<file path="src/design/pdug_pkg.sv">
package pdug_pkg;

    // Field widths fixed by the interface
    localparam int SIZE_W  = 13;
    localparam int CHAN_W  = 8;
    localparam int COORD_W = 13;
    localparam int INDEX_W = 2;

    // Default image size limits
    localparam int MAX_COLS_DEF = 4096;
    localparam int MAX_ROWS_DEF = 4096;

    // Configuration register indexes
    localparam logic [INDEX_W-1:0] REG_IMAGE_COLS  = 2'd0;
    localparam logic [INDEX_W-1:0] REG_IMAGE_ROWS  = 2'd1;
    localparam logic [INDEX_W-1:0] REG_GRAY_ENABLE = 2'd2;

    // Luma weights in 16-bit fixed point, summing to 65536
    localparam int LUMA_PROD_W = 24;
    localparam logic [LUMA_PROD_W-1:0] W_RED   = 24'd13933;
    localparam logic [LUMA_PROD_W-1:0] W_GREEN = 24'd46871;
    localparam logic [LUMA_PROD_W-1:0] W_BLUE  = 24'd4732;

    // Position inside the 2x2 output block
    localparam int PHASE_W = 2;
    localparam logic [PHASE_W-1:0] PHASE_LAST = 2'd3;

endpackage

</file>
<file path="src/design/pixel_double_upscale_gray.sv">
// Nearest-neighbor 2x upscaler with optional luma gray conversion.
//
// Input channel (in_valid / in_stall): one source RGB pixel per transaction,
// in raster order. Output channel (out_valid / out_stall): four transactions
// per source pixel, the 2x2 destination block in the order (0,0), (0,1),
// (1,0), (1,1), each with its destination row and column; block_last marks
// the fourth. With gray_enable set, all three channels carry
// Y = (13933R + 46871G + 4732B) >> 16.
//
// A pixel passes from the hold register into the single output register,
// which takes one result per cycle while the receiver does not stall.
// A pixel sits in a hold register while its four results go out; the
// next pixel is accepted in the same cycle the fourth result moves into
// the output register, so the output stream has no gaps while the source
// keeps up.
//
// When the receiver stalls, the output register holds its transaction and
// the hold register stops advancing; in_stall rises once the hold register
// is occupied. Reset empties both registers, returns the position to (0,0)
// and sets image_cols = 1, image_rows = 1, gray_enable = 0. Configuration
// writes (cfg_we) take effect at the next clock edge, with no read-back.
module pixel_double_upscale_gray #(
    parameter int MAX_COLS = pdug_pkg::MAX_COLS_DEF,
    parameter int MAX_ROWS = pdug_pkg::MAX_ROWS_DEF
) (
    input  logic                          clk,
    input  logic                          rst_n,

    // configuration write port
    input  logic                          cfg_we,
    input  logic [pdug_pkg::INDEX_W-1:0]  cfg_index,
    input  logic [pdug_pkg::SIZE_W-1:0]   cfg_data,

    // source pixel channel
    input  logic                          in_valid,
    output logic                          in_stall,
    input  logic [pdug_pkg::CHAN_W-1:0]   red,
    input  logic [pdug_pkg::CHAN_W-1:0]   green,
    input  logic [pdug_pkg::CHAN_W-1:0]   blue,

    // destination pixel channel
    output logic                          out_valid,
    input  logic                          out_stall,
    output logic [pdug_pkg::COORD_W-1:0]  out_row,
    output logic [pdug_pkg::COORD_W-1:0]  out_col,
    output logic [pdug_pkg::CHAN_W-1:0]   out_red,
    output logic [pdug_pkg::CHAN_W-1:0]   out_green,
    output logic [pdug_pkg::CHAN_W-1:0]   out_blue,
    output logic                          block_last
);

    // Position counters hold values below the size limit; the incremented
    // value needs one bit more so it can reach the limit itself.
    localparam int COL_W   = $clog2(MAX_COLS);
    localparam int ROW_W   = $clog2(MAX_ROWS);
    localparam int CCMP_W  = (COL_W + 1 > pdug_pkg::SIZE_W) ? COL_W + 1 : pdug_pkg::SIZE_W;
    localparam int RCMP_W  = (ROW_W + 1 > pdug_pkg::SIZE_W) ? ROW_W + 1 : pdug_pkg::SIZE_W;

    // configuration registers
    logic [pdug_pkg::SIZE_W-1:0]   cols_reg;
    logic [pdug_pkg::SIZE_W-1:0]   rows_reg;
    logic                          gray_reg;

    // source position
    logic [COL_W-1:0]              col_pos_reg;
    logic [COL_W-1:0]              col_pos_next;
    logic [ROW_W-1:0]              row_pos_reg;
    logic [ROW_W-1:0]              row_pos_next;

    // hold register: the pixel whose 2x2 block is being emitted
    logic                          hold_valid_reg;
    logic                          hold_valid_next;
    logic [pdug_pkg::CHAN_W-1:0]   hold_red_reg;
    logic [pdug_pkg::CHAN_W-1:0]   hold_green_reg;
    logic [pdug_pkg::CHAN_W-1:0]   hold_blue_reg;
    logic [COL_W-1:0]              hold_col_reg;
    logic [ROW_W-1:0]              hold_row_reg;
    logic [pdug_pkg::PHASE_W-1:0]  phase_reg;

    // output register
    logic                          out_valid_reg;
    logic                          out_valid_next;
    logic [pdug_pkg::COORD_W-1:0]  out_row_reg;
    logic [pdug_pkg::COORD_W-1:0]  out_col_reg;
    logic [pdug_pkg::CHAN_W-1:0]   out_red_reg;
    logic [pdug_pkg::CHAN_W-1:0]   out_green_reg;
    logic [pdug_pkg::CHAN_W-1:0]   out_blue_reg;
    logic                          out_last_reg;

    // handshake and datapath
    logic                          in_accept;
    logic                          out_load;
    logic                          hold_done;
    logic [CCMP_W-1:0]             cols_eff;
    logic [RCMP_W-1:0]             rows_eff;
    logic [CCMP_W-1:0]             col_inc;
    logic [RCMP_W-1:0]             row_inc;
    logic [pdug_pkg::LUMA_PROD_W-1:0] luma_sum;
    logic [pdug_pkg::CHAN_W-1:0]   luma;
    logic [pdug_pkg::CHAN_W-1:0]   sel_red;
    logic [pdug_pkg::CHAN_W-1:0]   sel_green;
    logic [pdug_pkg::CHAN_W-1:0]   sel_blue;

    // ------------------------------------------------------------------
    // Handshake: load the output register whenever it is empty or its
    // transaction leaves; free the hold register on the fourth load.
    // ------------------------------------------------------------------
    assign out_load  = hold_valid_reg && (!out_valid_reg || !out_stall);
    assign hold_done = out_load && (phase_reg == pdug_pkg::PHASE_LAST);
    assign in_stall  = hold_valid_reg && !hold_done;
    assign in_accept = in_valid && !in_stall;

    always_comb
    begin
        hold_valid_next = hold_valid_reg;
        if (in_accept)
        begin
            hold_valid_next = 1'b1;
        end
        else if (hold_done)
        begin
            hold_valid_next = 1'b0;
        end
    end

    always_comb
    begin
        out_valid_next = out_valid_reg && out_stall;
        if (out_load)
        begin
            out_valid_next = 1'b1;
        end
    end

    // ------------------------------------------------------------------
    // Raster position: clamp the sizes to 1..MAX, advance after each
    // accepted pixel and wrap at the end of a row and of the image.
    // ------------------------------------------------------------------
    always_comb
    begin
        if (cols_reg == '0)
        begin
            cols_eff = CCMP_W'(1);
        end
        else if (CCMP_W'(cols_reg) > CCMP_W'(MAX_COLS))
        begin
            cols_eff = CCMP_W'(MAX_COLS);
        end
        else
        begin
            cols_eff = CCMP_W'(cols_reg);
        end

        if (rows_reg == '0)
        begin
            rows_eff = RCMP_W'(1);
        end
        else if (RCMP_W'(rows_reg) > RCMP_W'(MAX_ROWS))
        begin
            rows_eff = RCMP_W'(MAX_ROWS);
        end
        else
        begin
            rows_eff = RCMP_W'(rows_reg);
        end
    end

    assign col_inc = CCMP_W'(col_pos_reg) + CCMP_W'(1);
    assign row_inc = RCMP_W'(row_pos_reg) + RCMP_W'(1);

    always_comb
    begin
        col_pos_next = col_inc[COL_W-1:0];
        row_pos_next = row_pos_reg;
        if (col_inc >= cols_eff)
        begin
            col_pos_next = '0;
            if (row_inc >= rows_eff)
            begin
                row_pos_next = '0;
            end
            else
            begin
                row_pos_next = row_inc[ROW_W-1:0];
            end
        end
    end

    // ------------------------------------------------------------------
    // Luma from the held pixel; constant weights reduce to shift-adds.
    // ------------------------------------------------------------------
    assign luma_sum = pdug_pkg::W_RED   * pdug_pkg::LUMA_PROD_W'(hold_red_reg)
                    + pdug_pkg::W_GREEN * pdug_pkg::LUMA_PROD_W'(hold_green_reg)
                    + pdug_pkg::W_BLUE  * pdug_pkg::LUMA_PROD_W'(hold_blue_reg);
    assign luma     = luma_sum[pdug_pkg::LUMA_PROD_W-1:pdug_pkg::LUMA_PROD_W-pdug_pkg::CHAN_W];

    assign sel_red   = gray_reg ? luma : hold_red_reg;
    assign sel_green = gray_reg ? luma : hold_green_reg;
    assign sel_blue  = gray_reg ? luma : hold_blue_reg;

    // ------------------------------------------------------------------
    // Registers
    // ------------------------------------------------------------------
    always_ff @(posedge clk or negedge rst_n)
    begin
        if (!rst_n)
        begin
            cols_reg <= pdug_pkg::SIZE_W'(1);
            rows_reg <= pdug_pkg::SIZE_W'(1);
            gray_reg <= 1'b0;
        end
        else if (cfg_we)
        begin
            unique case (cfg_index)
                pdug_pkg::REG_IMAGE_COLS:  cols_reg <= cfg_data;
                pdug_pkg::REG_IMAGE_ROWS:  rows_reg <= cfg_data;
                pdug_pkg::REG_GRAY_ENABLE: gray_reg <= cfg_data[0];
                default: ;  // drop writes to unknown indexes
            endcase
        end
    end

    always_ff @(posedge clk or negedge rst_n)
    begin
        if (!rst_n)
        begin
            col_pos_reg    <= '0;
            row_pos_reg    <= '0;
            hold_valid_reg <= 1'b0;
            phase_reg      <= '0;
            out_valid_reg  <= 1'b0;
        end
        else
        begin
            hold_valid_reg <= hold_valid_next;
            out_valid_reg  <= out_valid_next;
            if (in_accept)
            begin
                col_pos_reg <= col_pos_next;
                row_pos_reg <= row_pos_next;
            end
            if (out_load)
            begin
                phase_reg <= phase_reg + pdug_pkg::PHASE_W'(1);
            end
        end
    end

    // capture the pixel and its source position
    always_ff @(posedge clk)
    begin
        if (in_accept)
        begin
            hold_red_reg   <= red;
            hold_green_reg <= green;
            hold_blue_reg  <= blue;
            hold_col_reg   <= col_pos_reg;
            hold_row_reg   <= row_pos_reg;
        end
    end

    // destination coordinate is twice the source one plus the block offset
    always_ff @(posedge clk)
    begin
        if (out_load)
        begin
            out_row_reg   <= pdug_pkg::COORD_W'({hold_row_reg, phase_reg[1]});
            out_col_reg   <= pdug_pkg::COORD_W'({hold_col_reg, phase_reg[0]});
            out_red_reg   <= sel_red;
            out_green_reg <= sel_green;
            out_blue_reg  <= sel_blue;
            out_last_reg  <= (phase_reg == pdug_pkg::PHASE_LAST);
        end
    end

    assign out_valid  = out_valid_reg;
    assign out_row    = out_row_reg;
    assign out_col    = out_col_reg;
    assign out_red    = out_red_reg;
    assign out_green  = out_green_reg;
    assign out_blue   = out_blue_reg;
    assign block_last = out_last_reg;

endmodule

</file>
<file path="config.mk">
export PLATFORM = sky130hd
export DESIGN_NAME = pixel_double_upscale_gray
export DESIGN_NICKNAME = d
export VERILOG_FILES = /design/src/design/pdug_pkg.sv /design/src/design/pixel_double_upscale_gray.sv
export SDC_FILE = /design/constraint.sdc
export NUM_CORES = 1
export LEC_CHECK = 0
export BUFFER_PORTS_ARGS = -buffer_cell sky130_fd_sc_hd__buf_4
export CAP_MARGIN = 20
export CORE_MARGIN = 8
export CORE_UTILIZATION = 62
export DETAILED_ROUTE_END_ITERATION = 7
export GPL_TIMING_DRIVEN = 0
export PLACE_DENSITY = 0.83
export SYNTH_ARGS = -nofsm -noshare
export SYNTH_HDL_FRONTEND = slang
export SYNTH_SLANG_ARGS = --single-unit
</file>
<file path="constraint.sdc">
create_clock -name clk -period 10.55 [get_ports clk]
set_input_delay 2.11 -clock clk [delete_from_list [all_inputs] [get_ports clk]]
set_output_delay 2.11 -clock clk [all_outputs]
set_load 0.02 [all_outputs]
</file>
==> results of run 1 <==
cells in the mapped netlist (all sizes together), types with 2 or more instances:
master / instances
inv: 240
ha: 168
fa: 138
edfxtp: 99
nand2: 82
o21ai: 57
dfrtp: 53
mux2: 37
nor2: 31
a21oi: 24
nand3: 22
xnor2: 19
xor2: 19
a21o: 13
and3: 10
nor2b: 8
nor3: 8
clkbuf: 7
nand2b: 7
a211oi: 5
a22o: 5
buf: 5
nor4: 5
or2: 5
a31oi: 4
o211ai: 4
o21a: 4
o21bai: 4
o31ai: 4
and2: 3
nand4: 3
dfstp: 2
mux2i: 2
nand3b: 2
cells by family (layout without fill, tap and decap cells):
group                    count (synthesis)  count (layout)  share of synthesized area, %
adder cells (fa/ha/maj)                306             306                          38.4
AO/OA/AOI/OAI                          135             135                          6.72
XOR/XNOR                                38              38                          2.62
multiplexers                            39              39                          3.44
AND/OR/NAND/NOR                        191             191                          7.03
flip-flops                             154             154                          34.3
buffers and inverters                  253             383                          7.52
final cells by class:
cell class / count / share of cell area, %
clock inverter: 13 / 1.10
buffer: 12 / 0.339
sequential: 154 / 30.2
tap: 270 / 2.35
multi-input combinational: 709 / 51.3
timing repair buffer: 98 / 5.34
clock buffer: 19 / 3.08
inverter: 241 / 6.29
worst min path at each step:
stage                                           from                     to  slack, ns  depth (start not counted)
after global routing      hold_row_reg[10]$_DFFE_PP_  out_row[11]$_DFFE_PP_       0.42                          0
after global placement     hold_col_reg[2]$_DFFE_PP_   out_col[3]$_DFFE_PP_       0.40                          0
after detailed placement   hold_col_reg[7]$_DFFE_PP_   out_col[8]$_DFFE_PP_       0.40                          0
after floorplan            hold_col_reg[9]$_DFFE_PP_  out_col[10]$_DFFE_PP_       0.40                          0
final                      hold_row_reg[7]$_DFFE_PP_   out_row[8]$_DFFE_PP_       0.42                          0
after CTS                  hold_col_reg[7]$_DFFE_PP_   out_col[8]$_DFFE_PP_       0.42                          0
cells in the final DEF, fill, tap and decap left out, types with 7 or more instances in the layout:
| cell type | n |
|---|---|
| a21oi_1 | 22 |
| xnor2_1 | 19 |
| mux2_2 | 37 |
| edfxtp_1 | 99 |
| ha_1 | 168 |
| nor2b_1 | 8 |
| clkbuf_1 | 8 |
| clkbuf_16 | 17 |
| nand3_1 | 22 |
| nor2_1 | 31 |
| a21o_1 | 13 |
| fa_1 | 138 |
| nor3_1 | 8 |
| inv_1 | 239 |
| and3_1 | 10 |
| xor2_1 | 19 |
| dfrtp_1 | 53 |
| o21ai_0 | 54 |
| nand2_1 | 81 |
| buf_4 | 96 |
| nand2b_1 | 7 |
metrics by stage:
step                util, %  area [um^2]  cells  hold WS [ns]
global placement       68.1        13700   1482         0.401
detailed placement     68.4        13800   1484         0.405
CTS                    71.4        14400   1516         0.420
global route           71.4        14400   1516         0.424
finish                 71.4        14400   1516         0.419
floorplan                 -        12700   1116         0.400
critical path, stage by stage, from the launching register on:
cell	delay (ns)
edfxtp_1	0.46
inv_1	0.15
fa_1	0.66
inv_1	0.09
fa_1	0.47
fa_1	0.52
fa_1	0.52
ha_1	0.28
nor4_1	0.45
o21ba_2	0.24
o21bai_1	0.06
a21oi_1	0.18
xnor2_1	0.16
ha_1	0.26
inv_1	0.09
fa_1	0.44
fa_1	0.51
fa_1	0.55
inv_1	0.05
ha_1	0.31
o211ai_1	0.52
a21oi_1	0.18
or3_4	0.37
xor2_1	0.19
mux2_2	0.29
routing by layer:
metal	part of all wire, %	wire length (um)	track usage, %
met3	5.2	1450	4.37
met5	0	0	0
met4	4.0	1110	9.95
met1	38	10800	26.4
met2	52	14700	41.3
==> run summary, run 1 <==
- **number of global-route vias before repair** 9225
- **number of synthesized flops with an enable pin** 99
- **Gates resized, CTS repair** 0
- **reported max-cap violation count** 0
- **combined area of the multi-input logic cells** 7380 um^2
- **count of inserted antenna diode cells** 0
- **CP Class** register to register
- **Total Nets Final** 1583
- **synthesized instance count** 1116
- **final weighted congestion in routability-driven placement** 0.923
- **Detailed Route Iter0 Violations** 448
- **vias post-DR** 8418
- **Detailed Routing Iterations Pass 1** 5
- **wire length of the first global-routing pass** 46400 um
- **Port Buf Inserts** 96
- **worst-case setup margin in the final layout** 2.29 ns
- **endpoint of the worst register-to-register path** out_blue[3]$_DFFE_PP_
- **routed length per instance** 18.5 um
- **element type at the critical path end** register
- **CTS buffer count** 17
- **maximum buffer depth of the clock tree** 2
- **Hold/Removal Path Class** register to register
- **CTS root buffer** clkbuf_16
- **number of remaining DRC errors** 0
- **Most used DFF post-synth** edfxtp_1
- **synthesized area** 12700 um^2
- **timing-limited maximum frequency** 121 MHz
- **clock tree sinks** 154
- **average footprint of a synthesized cell** 11.4 um^2
- **Register-to-Register Path Depth** 24
- **clock transition at the registers of the reported paths** 0.07 ns
- **final global-route overflow total** 0
- **library cell occupying the most area in the post-synthesis netlist** edfxtp_1
- **placeable core region** 20200 um^2
- **Detailed Place HPWL** 22600 um
- **status** finished, final reports clean
- **Final Slew Violations** 0
- **fill cell count** 1404
- **flip-flop and latch count after synthesis** 154
- **syn_nets** 1466
- **post-synthesis async set-or-reset flop share** 35.7%
- **share of final-layout standard cells stronger than drive strength 1** 14.8%
- **die width** 159 um
- **Final min period** 8.26 ns
- **I/O pins** 97
- **Hold Vio Cnt, Final** 0
- **arrival time at the worst endpoint** 8.43 ns
- **pin count of the biggest net entering global routing** 56
- **number of antenna violations at the first check in global routing** 0
- **number of setup buffers added after CTS** 0
- **startpoint type of the worst setup path** register
- **initial core utilization** 62.9%
- **distinct cell type count after synthesis** 58
- **unrepaired setup endpoints after global routing** false
- **final worst path period share** 78.3%
- **post-route ant nets** 0
- **origin of the worst setup path** hold_blue_reg[5]$_DFFE_PP_
- **CTS tree** built
- **minimum setup slack after placement** 2.36 ns
- **number of buffers inserted for hold repair after clock tree synthesis** 0
- **sum of negative setup slack** 0 ns
- **Vias/cell** 5.55
- **Register-to-Register Setup Slack** 2.29 ns
- **Yosys top cell area share** 23.4%
- **clk_lat worst skew** 0.43 ns
- **sequential area share after synthesis** 34.3%
- **final setup violation count** 0
- **area overhead of the layout relative to synthesis** 13.5%
- **count of standard-cell rows** 52
- **highest net fanout along the worst path** 6
- **startpoint of the most critical register-to-register path** hold_blue_reg[5]$_DFFE_PP_
- **clock skew after layout** 0.0141 ns
- **Worst Max-Slew Pin Slew** 0.798 ns
- **H-Tree Level Count** 4
- **number of warnings printed during yosys synthesis** 0
- **max-slew headroom at the worst pin** 46.7%
- **top area cells in the synthesized netlist** edfxtp_1 23%, fa_1 22%, ha_1 17%, dfrtp_1 10%, inv_1 7.1%
- **endpoint required time on the critical path** 10.72 ns
- **Total Routing Usage GR** 23.0%
- **Sequential Area** 4350 um^2
- **y dimension of the die** 159 um
- **capturing element of the worst setup path** out_blue[3]$_DFFE_PP_
- **total die area** 25300 um^2
- **routed wire length** 28000 um
Power of run 1 is not shown: default switching activity piles up to over one toggle a cycle in this logic, so the estimate is an artifact.
==> inputs of run 2 (changes only) <==
- CORE_UTILIZATION: 62 -> 56
- PLACE_DENSITY: 0.83 -> 0.79
- clock period: 10.55 -> 6.6 ns (I/O delays scaled with it)
==> run 2 against run 1 <==
Net effect: the flow now finishes with violations (negative setup slack); flip-flop and latch count did not move; cell count grew 3.2%; design area increased by 5.0%; count of clock-buffer cells in the layout shrank 2; routed wire length increased by 5.1%; hold slack got worse by 0.0053 ns; setup slack got worse by 3.3 ns; via count up 1.9%; clock skew about the same; largest cell class unchanged.
==> run summary, run 2 (same netlist as run 1, synthesis figures left out) <==
- **Detailed Place HPWL** 22400 um, -1.1%
- **wire length of the first global-routing pass** 46500 um, +0.39%
- **cell with the largest stage delay on the worst path** fa_2
- **Hold Vio Cnt, Final** 0, unchanged
- **utilization of the core after routing** 67.4%, -4.0 points
- **leading cell types in the layout, fill and taps excluded** 226 x inv_1, 155 x ha_1, 134 x fa_1, 130 x buf_4, 99 x edfxtp_1
- **final weighted congestion in routability-driven placement** 0.892, -3.4%
- **final global-route overflow total** 0, unchanged
- **startpoint type of the worst setup path** register
- **element type at the critical path end** register
- **highest net fanout along the worst path** 4, -2
- **delay of the slowest cell on the worst path** 0.63 ns, -0.03 ns
- **Detailed Routing Iterations Pass 1** 4, -1
- **total die area** 27700 um^2, +9.6%
- **CP Class** register to register
- **Register-to-Register Setup Slack** -1.05 ns, -3.34 ns
- **endpoint required time on the critical path** 6.77 ns, -3.95 ns
- **count of standard-cell rows** 55, +5.8%
- **worst hold slack across all endpoints** 0.414 ns, -0.00535 ns
- **unrepaired setup endpoints after global routing** true
- **final setup violation count** 24, +24
- **CTS root buffer** clkbuf_16
- **Total Nets Final** 1617, +2.1%
- **Detailed Route Iter0 Violations** 446, -0.45%
- **reported max-cap violation count** 0, unchanged
- **clock skew after layout** 0.0142 ns, +0.0000647 ns
- **number of buffers inserted for hold repair after clock tree synthesis** 0, unchanged
- **CTS tree** built
- **number of standard cells in the final layout excluding fillers** 1565, +3.2%
- **Final min period** 7.65 ns, -0.610 ns
- **failing checks** negative setup slack
- **initial core utilization** 56.5%, -6.3 points
- **family with the most delay on the worst path** adder cells
- **placeable core region** 22400 um^2, +11%
- **number of buffer and inverter stages on the critical path** 3, -1
- **arrival time at the worst endpoint** 7.82 ns, -0.61 ns
- **share of final-layout standard cells stronger than drive strength 1** 22.3%, +7.4 points
- **Worst Max-Slew Pin Slew** 0.904 ns, +0.106 ns
- **timing-limited maximum frequency** 131 MHz, +8.0%
- **H-Tree Level Count** 4, unchanged
- **clock tree sinks** 154, unchanged
- **worst-case setup margin in the final layout** -1.05 ns, -3.34 ns
- **Total Routing Usage GR** 21.2%, -1.8 points
- **post-route ant nets** 0, unchanged
- **vias post-DR** 8580, +1.9%
- **count of inserted antenna diode cells** 0, unchanged
- **final worst path period share** 116%, +38 points
- **Port Buf Inserts** 96, unchanged
- **area overhead of the layout relative to synthesis** 19.1%
- **routed wire length** 29500 um, +5.1%
- **pin count of the biggest net entering global routing** 56, unchanged
- **CTS buffer count** 17, unchanged
- **maximum buffer depth of the clock tree** 2, unchanged
- **max-slew headroom at the worst pin** 39.7%, -6.9 points
- **routed length per instance** 18.8 um, +1.9%
- **Final Slew Violations** 0, unchanged
- **status** finished with violations
- **number of remaining DRC errors** 0, unchanged
- **clk_lat worst skew** 0.43 ns, about the same
- **I/O pins** 97, unchanged
- **Vias/cell** 5.48, -1.3%
- **die width** 166 um, +4.7%
- **clock transition at the registers of the reported paths** 0.08 ns, about the same
- **number of global-route vias before repair** 9182, -0.47%
- **y dimension of the die** 166 um, +4.7%
- **most common cell after layout, fill and taps aside** inv_1
- **critical path's most frequent cell** fa_1
- **number of antenna violations at the first check in global routing** 0, unchanged
- **placed instance count** 1499, +1.0%
- **Hold/Removal Path Class** register to register
- **sum of negative setup slack** -21.43 ns, -21.43 ns
## run 2: changes by cell type in the layout (fill, tap and decap cells not counted), sizes merged
cell      before  now
clkinv         5    6
clkbuf        26   24
clkinvlp       1    2
buf          103  137
inv          246  248
bufinv         2    0
## run 2: final timing paths
| kind | from | to | cells after the start |
|---|---|---|---|
| worst max-delay path | hold_blue_reg[6]$_DFFE_PP_ | out_red[3]$_DFFE_PP_ | 26 |
| worst min-delay path | hold_col_reg[11]$_DFFE_PP_ | out_col[12]$_DFFE_PP_ | 0 |
| worst max register to register | hold_blue_reg[6]$_DFFE_PP_ | out_red[3]$_DFFE_PP_ | 26 |
| worst min register to register | hold_col_reg[11]$_DFFE_PP_ | out_col[12]$_DFFE_PP_ | 0 |
| max in group asynchronous | rst_n | rows_reg[9]$_DFFE_PN0P_ | 1 |
| min in group asynchronous | rst_n | col_pos_reg[8]$_DFFE_PN0P_ | 1 |
## run 2: worst reg2reg max path: stages (launching register included)
cell and delay [ns]:
edfxtp_1 0.47, fa_2 0.63, inv_2 0.05, fa_1 0.52, fa_1 0.43, fa_1 0.50, ha_4 0.31, o21a_1 0.15
o21ai_1 0.08, o21ba_4 0.20, o21bai_1 0.19, a21oi_2 0.09, xnor2_1 0.14, ha_1 0.29, inv_2 0.04, fa_1 0.54
fa_2 0.47, fa_1 0.54, inv_2 0.05, ha_4 0.21, nand3_2 0.07, nor2_2 0.05, o221ai_4 0.32, a21oi_2 0.12
or3_4 0.45, xor2_4 0.18, mux2_4 0.28
## run 2: stage by stage
step	cell area, um^2	worst slack [ns]
2_1_floorplan	12800	-0.491
3_3_place_gp	13900	-1.20
3_5_place_dp	13900	-1.34
4_1_cts	14800	-0.903
5_1_grt	15100	-1.29
6_report	15100	-1.05
## run 2: area by class of cell
class	instances	area, um^2
buffer	12	48.8
clock buffer	17	425
clock inverter	15	171
fill	1622	7320
inverter	241	906
multi-input combinational	709	7830
sequential	154	4350
tap	285	357
timing repair buffer	132	1020
## run 2: what timing repair did
item                                   4_1_cts  5_1_grt
setup endpoints to repair                   24       24
gates resized for setup                     28       45
cloned                                       0        0
setup buffers                               21       13
pin swaps                                   20       30
endpoints found under the hold margin        0        0
## run 2: layer usage
metal	track usage, %	wire length (um)	vias up
met1	24.9	11800	4338
met4	7.05	925	0
li1	-	-	3982
met3	4.30	1370	68
met2	38.2	15300	192
met5	0	0	-
Power of run 2 is left out for the same reason.
